$ cat config.mk
export PLATFORM = sky130hd
export DESIGN_NAME = phase_current_conditioner_core
export DESIGN_NICKNAME = d
export VERILOG_FILES = /design/src/rtl/pcc_pkg.sv /design/src/rtl/pcc_csr.sv /design/src/rtl/pcc_scale.sv /design/src/rtl/pcc_condition.sv /design/src/rtl/phase_current_conditioner_core.sv
export SDC_FILE = /design/constraint.sdc
export NUM_CORES = 2
export LEC_CHECK = 0
export ABC_AREA = 1
export BUFFER_PORTS_ARGS = -buffer_cell sky130_fd_sc_hd__buf_2
export CAP_MARGIN = 10
export CORE_MARGIN = 5
export CORE_UTILIZATION = 30
export DETAILED_ROUTE_END_ITERATION = 16
export GPL_TIMING_DRIVEN = 0
export SKIP_LAST_GASP = 1
export SYNTH_ARGS = -nofsm -noshare
export SYNTH_HDL_FRONTEND = slang
export SYNTH_SLANG_ARGS = --single-unit
$ cat constraint.sdc
create_clock -name clock -period 11.2 [get_ports clock]
set_clock_uncertainty 0.05 [all_clocks]
set_input_delay 2.24 -clock clock [delete_from_list [all_inputs] [get_ports clock]]
set_output_delay 2.24 -clock clock [all_outputs]
set_load 0.005 [all_outputs]
$ cat src/rtl/pcc_pkg.sv
// Shared types, constants and helpers for the phase current conditioner.
// No dependencies; imported by every other file of the block.
package pcc_pkg;

   localparam int NPHASE      = 3;
   localparam int RAW_W       = 16;
   localparam int GAIN_W      = 18;
   localparam int PROD_W      = RAW_W + GAIN_W;
   localparam int SCALE_SHIFT = 8;
   localparam int SHR_W       = PROD_W - SCALE_SHIFT;
   localparam int CUR_W       = 24;
   localparam int LIM_W       = 23;
   localparam int SUM_W       = 32;
   localparam int WIDE_W      = 32;
   localparam int FLAG_W      = 3;

   // Offset calibration length, 2 to 256 items.
   localparam int CAL_SAMPLES = 128;
   localparam int CAL_CNT_W   = (CAL_SAMPLES > 2) ? $clog2(CAL_SAMPLES) : 1;
   // floor(log2(CAL_SAMPLES))
   localparam int CAL_SHIFT   = $clog2(CAL_SAMPLES + 1) - 1;
   localparam logic [CAL_CNT_W-1:0] CAL_LAST = CAL_CNT_W'(CAL_SAMPLES - 1);

   localparam int CSR_AW = 5;
   localparam int CSR_DW = 32;

   localparam logic [LIM_W-1:0] TRIP_LIMIT_RST = LIM_W'(64000);
   localparam logic [LIM_W-1:0] ZERO_BAND_RST  = LIM_W'(128);

   localparam logic signed [WIDE_W-1:0] CUR_MAX_WIDE = 32'sd8388607;
   localparam logic signed [WIDE_W-1:0] CUR_MIN_WIDE = -32'sd8388608;
   localparam logic signed [CUR_W-1:0]  CUR_MAX      = 24'sh7FFFFF;
   localparam logic signed [CUR_W-1:0]  CUR_MIN      = 24'sh800000;

   typedef enum logic [2:0] {
      REG_GAIN_A     = 3'd0,
      REG_GAIN_B     = 3'd1,
      REG_GAIN_C     = 3'd2,
      REG_TRIP_LIMIT = 3'd3,
      REG_ZERO_BAND  = 3'd4
   } csr_reg_type;

   typedef struct packed {
      logic signed [GAIN_W-1:0] gain_a;
      logic signed [GAIN_W-1:0] gain_b;
      logic signed [GAIN_W-1:0] gain_c;
      logic [LIM_W-1:0]         trip_limit;
      logic [LIM_W-1:0]         zero_band;
   } cfg_type;

   typedef struct packed {
      logic signed [CUR_W-1:0] cur;     // before deadband, after offset
      logic signed [CUR_W-1:0] shown;   // after deadband
      logic                    trip;
   } phase_res_type;

   // Saturate a sign-extended value to the signed current range.
   function automatic logic signed [CUR_W-1:0] sat_cur(input logic signed [WIDE_W-1:0] x);
      if (x > CUR_MAX_WIDE) begin
         return CUR_MAX;
      end else if (x < CUR_MIN_WIDE) begin
         return CUR_MIN;
      end else begin
         return x[CUR_W-1:0];
      end
   endfunction

endpackage

$ cat src/rtl/pcc_csr.sv
// Configuration register file: gains, trip limit and deadband.
// Depends on pcc_pkg.
module pcc_csr
   import pcc_pkg::*;
(
   input  logic              clock,
   input  logic              reset,
   input  logic              csr_psel,
   input  logic              csr_penable,
   input  logic              csr_pwrite,
   input  logic [CSR_AW-1:0] csr_paddr,
   input  logic [CSR_DW-1:0] csr_pwdata,
   output logic [CSR_DW-1:0] csr_prdata,
   output logic              csr_pready,
   output cfg_type           cfg
);

   cfg_type     cfg_ff;
   cfg_type     cfg_in;
   csr_reg_type sel;
   logic        wr_en;

   assign sel        = csr_reg_type'(csr_paddr[CSR_AW-1:2]);
   assign wr_en      = csr_psel & csr_penable & csr_pwrite;
   assign csr_pready = 1'b1;
   assign cfg        = cfg_ff;

   always_comb begin
      cfg_in = cfg_ff;
      if (wr_en) begin
         case (sel)
            REG_GAIN_A:     cfg_in.gain_a     = csr_pwdata[GAIN_W-1:0];
            REG_GAIN_B:     cfg_in.gain_b     = csr_pwdata[GAIN_W-1:0];
            REG_GAIN_C:     cfg_in.gain_c     = csr_pwdata[GAIN_W-1:0];
            REG_TRIP_LIMIT: cfg_in.trip_limit = csr_pwdata[LIM_W-1:0];
            REG_ZERO_BAND:  cfg_in.zero_band  = csr_pwdata[LIM_W-1:0];
            default:        cfg_in = cfg_ff;
         endcase
      end
   end

   always_comb begin
      case (sel)
         REG_GAIN_A:     csr_prdata = CSR_DW'(cfg_ff.gain_a);
         REG_GAIN_B:     csr_prdata = CSR_DW'(cfg_ff.gain_b);
         REG_GAIN_C:     csr_prdata = CSR_DW'(cfg_ff.gain_c);
         REG_TRIP_LIMIT: csr_prdata = CSR_DW'(cfg_ff.trip_limit);
         REG_ZERO_BAND:  csr_prdata = CSR_DW'(cfg_ff.zero_band);
         default:        csr_prdata = '0;
      endcase
   end

   always_ff @(posedge clock) begin
      if (reset) begin
         cfg_ff.gain_a     <= '0;
         cfg_ff.gain_b     <= '0;
         cfg_ff.gain_c     <= '0;
         cfg_ff.trip_limit <= TRIP_LIMIT_RST;
         cfg_ff.zero_band  <= ZERO_BAND_RST;
      end else begin
         cfg_ff <= cfg_in;
      end
   end

endmodule

$ cat src/rtl/pcc_scale.sv
// One phase of gain scaling: (raw * gain) >> 8, floor, saturated to 24 bits.
// Depends on pcc_pkg.
module pcc_scale
   import pcc_pkg::*;
(
   input  logic signed [RAW_W-1:0]  raw,
   input  logic signed [GAIN_W-1:0] gain,
   output logic signed [CUR_W-1:0]  scaled
);

   logic signed [PROD_W-1:0] prod;
   logic signed [SHR_W-1:0]  shr;

   assign prod   = raw * gain;
   assign shr    = prod[PROD_W-1:SCALE_SHIFT];   // arithmetic floor shift
   assign scaled = sat_cur(WIDE_W'(shr));

endmodule

$ cat src/rtl/pcc_condition.sv
// One phase of conditioning: offset removal, trip compare and deadband.
// Depends on pcc_pkg.
module pcc_condition
   import pcc_pkg::*;
(
   input  logic signed [CUR_W-1:0] scaled,
   input  logic signed [CUR_W-1:0] offset,
   input  logic [LIM_W-1:0]        trip_limit,
   input  logic [LIM_W-1:0]        zero_band,
   output phase_res_type           res
);

   logic signed [CUR_W:0]   diff;
   logic signed [CUR_W-1:0] cur;
   logic [CUR_W-1:0]        mag;

   assign diff = (CUR_W+1)'(scaled) - (CUR_W+1)'(offset);
   assign cur  = sat_cur(WIDE_W'(diff));
   // most negative value maps to 2^23, which still fits unsigned
   assign mag  = cur[CUR_W-1] ? (~cur + 1'b1) : cur;

   assign res.cur   = cur;
   assign res.trip  = mag > {1'b0, trip_limit};
   assign res.shown = (mag < {1'b0, zero_band}) ? '0 : cur;

endmodule

$ cat src/rtl/phase_current_conditioner_core.sv
// Three-phase current conditioner: gain scaling, power-up offset
// calibration, sticky overcurrent trip with capture, output deadband.
// Each input transfer passes through the scaled stage and the output stage;
// one item per cycle sustained while rsp_tready does not stall the output.
// Synchronous active-high reset: registers to defaults, offsets and sums
// zero, no trips, calibration restarts with the first item.
module phase_current_conditioner_core
   import pcc_pkg::*;
(
   input  logic              clock,
   input  logic              reset,
   input  logic              req_tvalid,
   output logic              req_tready,
   // raw_a[15:0], raw_b[31:16], raw_c[47:32]
   input  logic [47:0]       req_tdata,
   output logic              rsp_tvalid,
   input  logic              rsp_tready,
   // current_a[23:0], current_b[47:24], current_c[71:48], trip_flags[74:72],
   // trip_current_a[98:75], trip_current_b[122:99], trip_current_c[146:123],
   // zero pad [151:147]
   output logic [151:0]      rsp_tdata,
   // calibrating[0]
   output logic              rsp_tuser,
   input  logic              csr_psel,
   input  logic              csr_penable,
   input  logic              csr_pwrite,
   input  logic [CSR_AW-1:0] csr_paddr,
   input  logic [CSR_DW-1:0] csr_pwdata,
   output logic [CSR_DW-1:0] csr_prdata,
   output logic              csr_pready
);

   cfg_type cfg;

   pcc_csr u_csr (
      .clock       (clock),
      .reset       (reset),
      .csr_psel    (csr_psel),
      .csr_penable (csr_penable),
      .csr_pwrite  (csr_pwrite),
      .csr_paddr   (csr_paddr),
      .csr_pwdata  (csr_pwdata),
      .csr_prdata  (csr_prdata),
      .csr_pready  (csr_pready),
      .cfg         (cfg)
   );

   // handshake
   logic s1_valid_ff, s1_valid_in;
   logic rsp_valid_ff, rsp_valid_in;
   logic out_ready, s1_load, out_load;

   assign out_ready  = ~rsp_valid_ff | rsp_tready;
   assign req_tready = ~s1_valid_ff | out_ready;
   assign s1_load    = req_tvalid & req_tready;
   assign out_load   = s1_valid_ff & out_ready;
   assign rsp_tvalid = rsp_valid_ff;

   always_comb begin
      s1_valid_in  = s1_load ? 1'b1 : (out_ready ? 1'b0 : s1_valid_ff);
      rsp_valid_in = out_ready ? s1_valid_ff : rsp_valid_ff;
   end

   // calibration and trip state
   logic                    done_ff, done_in;
   logic [CAL_CNT_W-1:0]    count_ff, count_in;
   logic [FLAG_W-1:0]       fault_ff, fault_in;
   logic                    cal_ff;
   logic signed [CUR_W-1:0] offset_ff  [NPHASE];
   logic signed [CUR_W-1:0] offset_in  [NPHASE];
   logic signed [SUM_W-1:0] sum_ff     [NPHASE];
   logic signed [SUM_W-1:0] sum_in     [NPHASE];
   logic signed [CUR_W-1:0] capture_ff [NPHASE];
   logic signed [CUR_W-1:0] capture_in [NPHASE];
   logic signed [CUR_W-1:0] scaled_ff  [NPHASE];
   logic signed [CUR_W-1:0] scaled_in  [NPHASE];
   logic signed [CUR_W-1:0] shown_ff   [NPHASE];
   logic signed [GAIN_W-1:0] gain      [NPHASE];
   phase_res_type           res        [NPHASE];
   logic                    cal_end;

   assign gain[0] = cfg.gain_a;
   assign gain[1] = cfg.gain_b;
   assign gain[2] = cfg.gain_c;

   assign cal_end = ~done_ff & (count_ff == CAL_LAST);

   for (genvar p = 0; p < NPHASE; p++) begin : g_phase
      logic signed [CUR_W-1:0] off_used;
      logic signed [SUM_W-1:0] sum_next;

      pcc_scale u_scale (
         .raw    (req_tdata[p*RAW_W +: RAW_W]),
         .gain   (gain[p]),
         .scaled (scaled_in[p])
      );

      // offsets stay zero until calibration has finished
      assign off_used = done_ff ? offset_ff[p] : '0;

      pcc_condition u_cond (
         .scaled     (scaled_ff[p]),
         .offset     (off_used),
         .trip_limit (cfg.trip_limit),
         .zero_band  (cfg.zero_band),
         .res        (res[p])
      );

      assign sum_next      = sum_ff[p] + SUM_W'(res[p].cur);
      assign sum_in[p]     = (out_load & ~done_ff) ? sum_next : sum_ff[p];
      assign offset_in[p]  = (out_load & cal_end) ? sat_cur(sum_next >>> CAL_SHIFT)
                                                  : offset_ff[p];
      assign capture_in[p] = (out_load & res[p].trip) ? res[p].cur : capture_ff[p];
      assign fault_in[p]   = fault_ff[p] | (out_load & res[p].trip);
   end

   always_comb begin
      done_in  = done_ff;
      count_in = count_ff;
      if (out_load & ~done_ff) begin
         count_in = count_ff + 1'b1;
         if (cal_end) begin
            done_in = 1'b1;
         end
      end
   end

   always_ff @(posedge clock) begin
      if (reset) begin
         s1_valid_ff  <= 1'b0;
         rsp_valid_ff <= 1'b0;
         done_ff      <= 1'b0;
         count_ff     <= '0;
         fault_ff     <= '0;
         for (int i = 0; i < NPHASE; i++) begin
            offset_ff[i]  <= '0;
            sum_ff[i]     <= '0;
            capture_ff[i] <= '0;
         end
      end else begin
         s1_valid_ff  <= s1_valid_in;
         rsp_valid_ff <= rsp_valid_in;
         done_ff      <= done_in;
         count_ff     <= count_in;
         fault_ff     <= fault_in;
         for (int i = 0; i < NPHASE; i++) begin
            offset_ff[i]  <= offset_in[i];
            sum_ff[i]     <= sum_in[i];
            capture_ff[i] <= capture_in[i];
         end
      end
   end

   // payload registers
   always_ff @(posedge clock) begin
      if (s1_load) begin
         for (int i = 0; i < NPHASE; i++) begin
            scaled_ff[i] <= scaled_in[i];
         end
      end
      if (out_load) begin
         cal_ff <= ~done_ff;
         for (int i = 0; i < NPHASE; i++) begin
            shown_ff[i] <= res[i].shown;
         end
      end
   end

   // trip flags and captures are the state itself, updated with each result
   assign rsp_tdata = {5'b0, capture_ff[2], capture_ff[1], capture_ff[0], fault_ff,
                       shown_ff[2], shown_ff[1], shown_ff[0]};
   assign rsp_tuser = cal_ff;

endmodule
* After elaboration in Yosys (flattened, before gate mapping) *
Memory sizes are Yosys's and may differ from the RTL's.
Cells that the tools add are included.

storage, ports and cells
  register bits after elaboration = 114
  RAM bits = 384
  input bits = 92
  output and inout bits = 188
  word-level logic and storage cells = 151
  memories kept = 5

cells by class
  $add $sub $neg = 10
  multipliers = 3
  magnitude comparators = 24
  equality and inequality tests = 5
  mux-type cells = 55
  bitwise logic cells = 30
  reductions and logical operators = 8

memories
  name        words  bits a word  rd ports  clocked after Yosys merged registers in  write ports  RTL line                              RTL
  sum_ff      3      32           3         0                                        3            phase_current_conditioner_core.sv:71  logic signed [SUM_W-1:0] sum_ff [NPHASE];
  capture_ff  3      24           3         0                                        3            phase_current_conditioner_core.sv:73  logic signed [CUR_W-1:0] capture_ff [NPHASE];
  offset_ff   3      24           3         0                                        3            phase_current_conditioner_core.sv:69  logic signed [CUR_W-1:0] offset_ff [NPHASE];
  scaled_ff   3      24           3         0                                        3            phase_current_conditioner_core.sv:75  logic signed [CUR_W-1:0] scaled_ff [NPHASE];
  shown_ff    3      24           3         0                                        3            phase_current_conditioner_core.sv:77  logic signed [CUR_W-1:0] shown_ff [NPHASE];

operators with widths
  cell                                                              number
  two-way mux 24 bit                                                39
  two-way mux 32 bit                                                6
  case mux 32 bit (5 select lines)                                  1
  greater-than comparator 25 x 24 -> 1 bit (second input constant)  6
  less-than comparator 25 x 24 -> 1 bit (second input constant)     6
  multiplier 16 x 18 -> 34 bit                                      3
  adder 32 x 24 -> 32 bit                                           3
  greater-than comparator 26 x 24 -> 1 bit (second input constant)  3
  less-than comparator 26 x 24 -> 1 bit (second input constant)     3
  subtractor 24 x 24 -> 25 bit                                      3
  adder 24 x 1 -> 24 bit (second input constant)                    3
  greater-than comparator 24 x 23 -> 1 bit                          3
  less-than comparator 24 x 23 -> 1 bit                             3
  inverter 24 bit                                                   3
  OR 1 bit                                                          14
  AND reduction 2 bit                                               6
  AND 1 bit                                                         10
  two-way mux 1 bit                                                 9
  adder 7 x 1 -> 7 bit (second input constant)                      1
  equality test 7 bit (second input constant)                       1
  equality test 3 x 2 -> 1 bit (second input constant)              2
  equality test 3 x 1 -> 1 bit (second input constant)              1
  equality test 3 bit (second input constant)                       1
  logical NOT 3 bit                                                 1
  2 further kinds                                                   4

* Logic depth before layout (Yosys ltp) *
An unclocked memory read counts as a cell.

  depth in word-level cells = 13
  gate-level depth with buffers = 46
  depth with buffers taken out = 42

* Cells and area by module *
Synthesis repeated with hierarchy kept, for this count alone.

second synthesis, totals
  cells, all modules = 10,397
  area, all modules = 73,633.1 um^2

by module, submodules not included
  module                                  instances  cells an instance  area an instance (um^2)  seq. area each (um^2)
  phase_current_conditioner_core          1          2,662              20,681.1                 9,419.0
  pcc_scale at g_phase[1].u_scale         1          1,621              11,996.5                 0.0
  pcc_scale at g_phase[0].u_scale         1          1,621              11,906.4                 0.0
  pcc_scale at g_phase[2].u_scale         1          1,585              11,903.9                 0.0
  pcc_condition at g_phase[0].u_cond ...  2          694                3,963.8                  0.0
  pcc_csr                                 1          823                5,191.2                  2,001.9
  pcc_condition at g_phase[2].u_cond      1          697                4,026.4                  0.0

* Worst setup path before layout *
No wires, ideal clock.

  kind = input-to-reg
  start = input req_tdata[22]
  end = memory scaled_ff[1][3], in the netlist scaled_ff[0][27], data pin
  library setup time = 0.268 ns
  data arrival time = 8.370 ns
  data required time = 10.882 ns
  setup slack = 2.512 ns
  stages = 30
  buffers on the path = 4
  cells stage by stage = clkbuf_1 -> buf_1 -> nand2_1 -> fa_1 -> inv_1 -> fa_1 -> inv_1 -> fa_1 -> inv_1 -> fa_1 -> inv_1 -> fa_1 -> inv_1 -> fa_1 -> ha_1 -> nand2_1 -> nor2_1 -> inv_1 -> nor3_1 -> nand2_1 -> nand3_1 -> inv_1 -> o21ai_0 -> a21oi_1 -> o21bai_1 -> xnor2_1 -> or2_2 -> clkbuf_1 -> clkbuf_1 -> nand2_1

RTL lines
  element      RTL line                              RTL
  from (decl)  phase_current_conditioner_core.sv:15  input logic [47:0] req_tdata,
  to (decl)    phase_current_conditioner_core.sv:75

==> impl_metrics.json <==
{
  "whs_ns": 0.431,
  "die_area_um2": 234000,
  "ir_drop_mv": 0.129,
  "power.density_nw_per_um2": 181,
  "p_clk_frac": 0.144,
  "clockRootBuffer": "clkbuf_16",
  "drtAntennaViolNets": 0,
  "synth.ff_latch_count": 498,
  "finalSetupViolations": 0,
  "viasPerCell": 4.78,
  "hpwlAfterDp_mm": 205,
  "cp-start-kind": "primary input",
  "layout.cells.most_common_list": "nand2_1, inv_1, fa_1, nor2_1, ha_1",
  "fmax_mhz": 99.8,
  "synthToLayoutAreaGrowth_pct": 10.3,
  "path_class": "in -> reg",
  "final_max_slew_viol_count": 0,
  "ys_types": 59,
  "cts_buffer_depth": 3,
  "synth-edff-count": 145,
  "cts-resized-gates": 0,
  "synth_async_sr_flop_share": 0,
  "cts_buffers": 57,
  "power.internal_mw": 6.22,
  "drt_iter0_drc": 5341,
  "seq_area_frac_synth": 0.170,
  "p_leak_nw": 38.4,
  "rsz0062_at_grt": "false",
  "reg2reg_depth": 39,
  "critical_path_required_ns": 11.68,
  "slew-limit-headroom": 0.122,
  "rows": 174,
  "syn-instance-count": 9059,
  "htreeDepth": 2,
  "core-area_um2": 224000,
  "synth_area_um2": 67300,
  "drive_above_1_share": 0.0541,
  "status": "completed",
  "track_usage": 0.203,
  "cap_violations": 0,
  "final_common_cell": "nand2_1",
  "reg2reg_slack_ns": 2.13,
  "fin_crit_ns": 10.02,
  "nFillCells": 24200,
  "grt_max_degree": 49,
  "r2r-end": "capture_ff[0][53]",
  "finalHoldViolations": 0,
  "antenna_found_initial": 55,
  "p_seq_frac": 0.191,
  "final_cell_area_um2": 74300,
  "synth_flop_cell": "dfxtp_1",
  "nets": 10900,
  "cpMaxStageDelayCell": "clkbuf_1",
  "finalCritPeriodShare": 0.895,
  "numPortBuffers": 216,
  "die_x_um": 484,
  "first_global_vias": 58200,
  "path_clk_slew_ns": 0.06,
  "avgSynthCellArea_um2": 7.43,
  "critPathMaxStageDelay_ns": 0.63,
  "cts_hold_buf": 0,
  "hold_path.class": "reg -> reg",
  "wl_per_cell_um": 19.7,
  "ioPinCount": 280,
  "numClockSinks": 498,
  "grt-ovfl-total": 0,
  "cp-startpoint": "req_tdata[4]",
  "drtPass1Iterations": 6,
  "setup_tns_ns": 0,
  "r2r_start": "done_ff",
  "post-route-drc-count": 0,
  "cts_tree": "done",
  "finalWorstSetupSlack_ns": 1.18,
  "grt_pass1_wl_mm": 365,
  "dp_slack_ns": 0.627,
  "worstPathMaxFanout": 10,
  "place_congestion": 0.983,
  "p_sw_mw": 7.24,
  "arrival_ns": 10.50,
  "crit_end": "scaled_ff[0][4]",
  "post_cts_buffers": 0,
  "clock_latency_ns": 0.67,
  "layout.cells.non_filler": 12400,
  "initial_core_util": 0.301,
  "dpl.cell_count": 12300,
  "yosysWarningCount": 0,
  "place_area_um2": 72300,
  "switching_share": 0.538,
  "pwr-share-comb": 0.664,
  "routed_wl_mm": 244,
  "max_slew.worst_pin.slew_ns": 1.32,
  "worstSetupEndpointType": "flop",
  "die_height_um": 484,
  "vias": 59400
}
layer usage:
layer | global-route usage | share of wire
met5 | 0 | 0.00052
met4 | 0.0793 | 0.046
met3 | 0.0391 | 0.089
met2 | 0.316 | 0.43
met1 | 0.279 | 0.43
sequential cells by signal, summed over array words and instances, names as in the netlist:
register,flops
u_csr.cfg,100
sum_ff,96
capture_ff,72
offset_ff,72
scaled_ff,72
shown_ff,72
count_ff,7
fault_ff,3
done_ff,1
rsp_tuser,1
rsp_tvalid,1
s1_valid_ff,1
per-stage QoR:
stage               power [mW]  utilization
finish                    13.5        0.332
global route              14.5        0.331
CTS                       13.3        0.331
detailed placement        11.3        0.323
global placement          11.3        0.322
floorplan                 8.34            -
cell usage after synthesis (all sizes together), types with 14 or more instances:
library cell / count / area share
nand2: 2228 / 0.13
inv: 2024 / 0.11
fa: 872 / 0.26
nor2: 564 / 0.032
a21oi: 550 / 0.042
ha: 547 / 0.10
o21ai: 479 / 0.036
dfxtp: 353 / 0.10
clkbuf: 283 / 0.016
nand3: 215 / 0.016
xor2: 180 / 0.023
edfxtp: 145 / 0.065
buf: 97 / 0.0090
o21bai: 82 / 0.0091
xnor2: 77 / 0.010
nand4: 65 / 0.0060
nor3: 58 / 0.0045
or2: 38 / 0.0035
o211ai: 32 / 0.0036
a211oi: 28 / 0.0031
a31oi: 20 / 0.0019
o221ai: 20 / 0.0026
a221oi: 16 / 0.0021
o22ai: 14 / 0.0013
power groups by stage:
| stage | registers, mW | logic [mW] | clock network (mW) |
|---|---|---|---|
| after global placement | 2.62 | 8.70 | 0 |
| final | 2.58 | 8.94 | 1.95 |
| after CTS | 2.58 | 8.78 | 1.97 |
| after floorplan | 2.54 | 5.79 | 0 |
| after detailed placement | 2.62 | 8.72 | 0 |
| after global routing | 2.61 | 9.86 | 2.05 |
how the worst min path moves through the flow:
stage,from,endpoint,slack [ns],cells past startpoint
2_1_floorplan,count_ff[5],count_ff[5],0.39,2
3_3_place_gp,fault_ff[1],fault_ff[1],0.41,2
3_5_place_dp,fault_ff[1],fault_ff[1],0.42,2
4_1_cts,count_ff[5],count_ff[5],0.43,2
5_1_grt,count_ff[5],count_ff[5],0.45,2
6_report,fault_ff[1],fault_ff[1],0.43,2
cell families after synthesis:
group	after synthesis	share of synthesized area
adders and majority gates	1419	0.361
DFF	498	0.170
other	2	0.000112
buffers and inverters	2407	0.138
xor gates and xnor gates	257	0.0334
AOI/OAI and AO/OA	1286	0.107
and+or+nand+nor	3190	0.191
layout make-up:
type                    instances  area (um2)  share of cell area
multi-input cells            6158       46700               0.628
flip-flops and latches        498       11400               0.154
inverters                    2027        7610               0.103
well taps                    2992        3740              0.0504
clock buffers                  85        1690              0.0228
plain buffers                 380        1670              0.0224
repair buffers                220        1160              0.0156
clock inverters                22         234             0.00315
diodes                         29        72.6            0.000977
worst max-delay path: cells and delay by family:
family | cells | cell delay, ns
XOR/XNOR | 1 | 0.22
AND/OR/NAND/NOR | 5 | 0.77
buffers and inverters | 9 | 1.98
adder cells (fa/ha/maj) | 7 | 3.48
AO/OA/AOI/OAI | 7 | 1.81
Note: power is estimated with default switching activity, not from simulation.
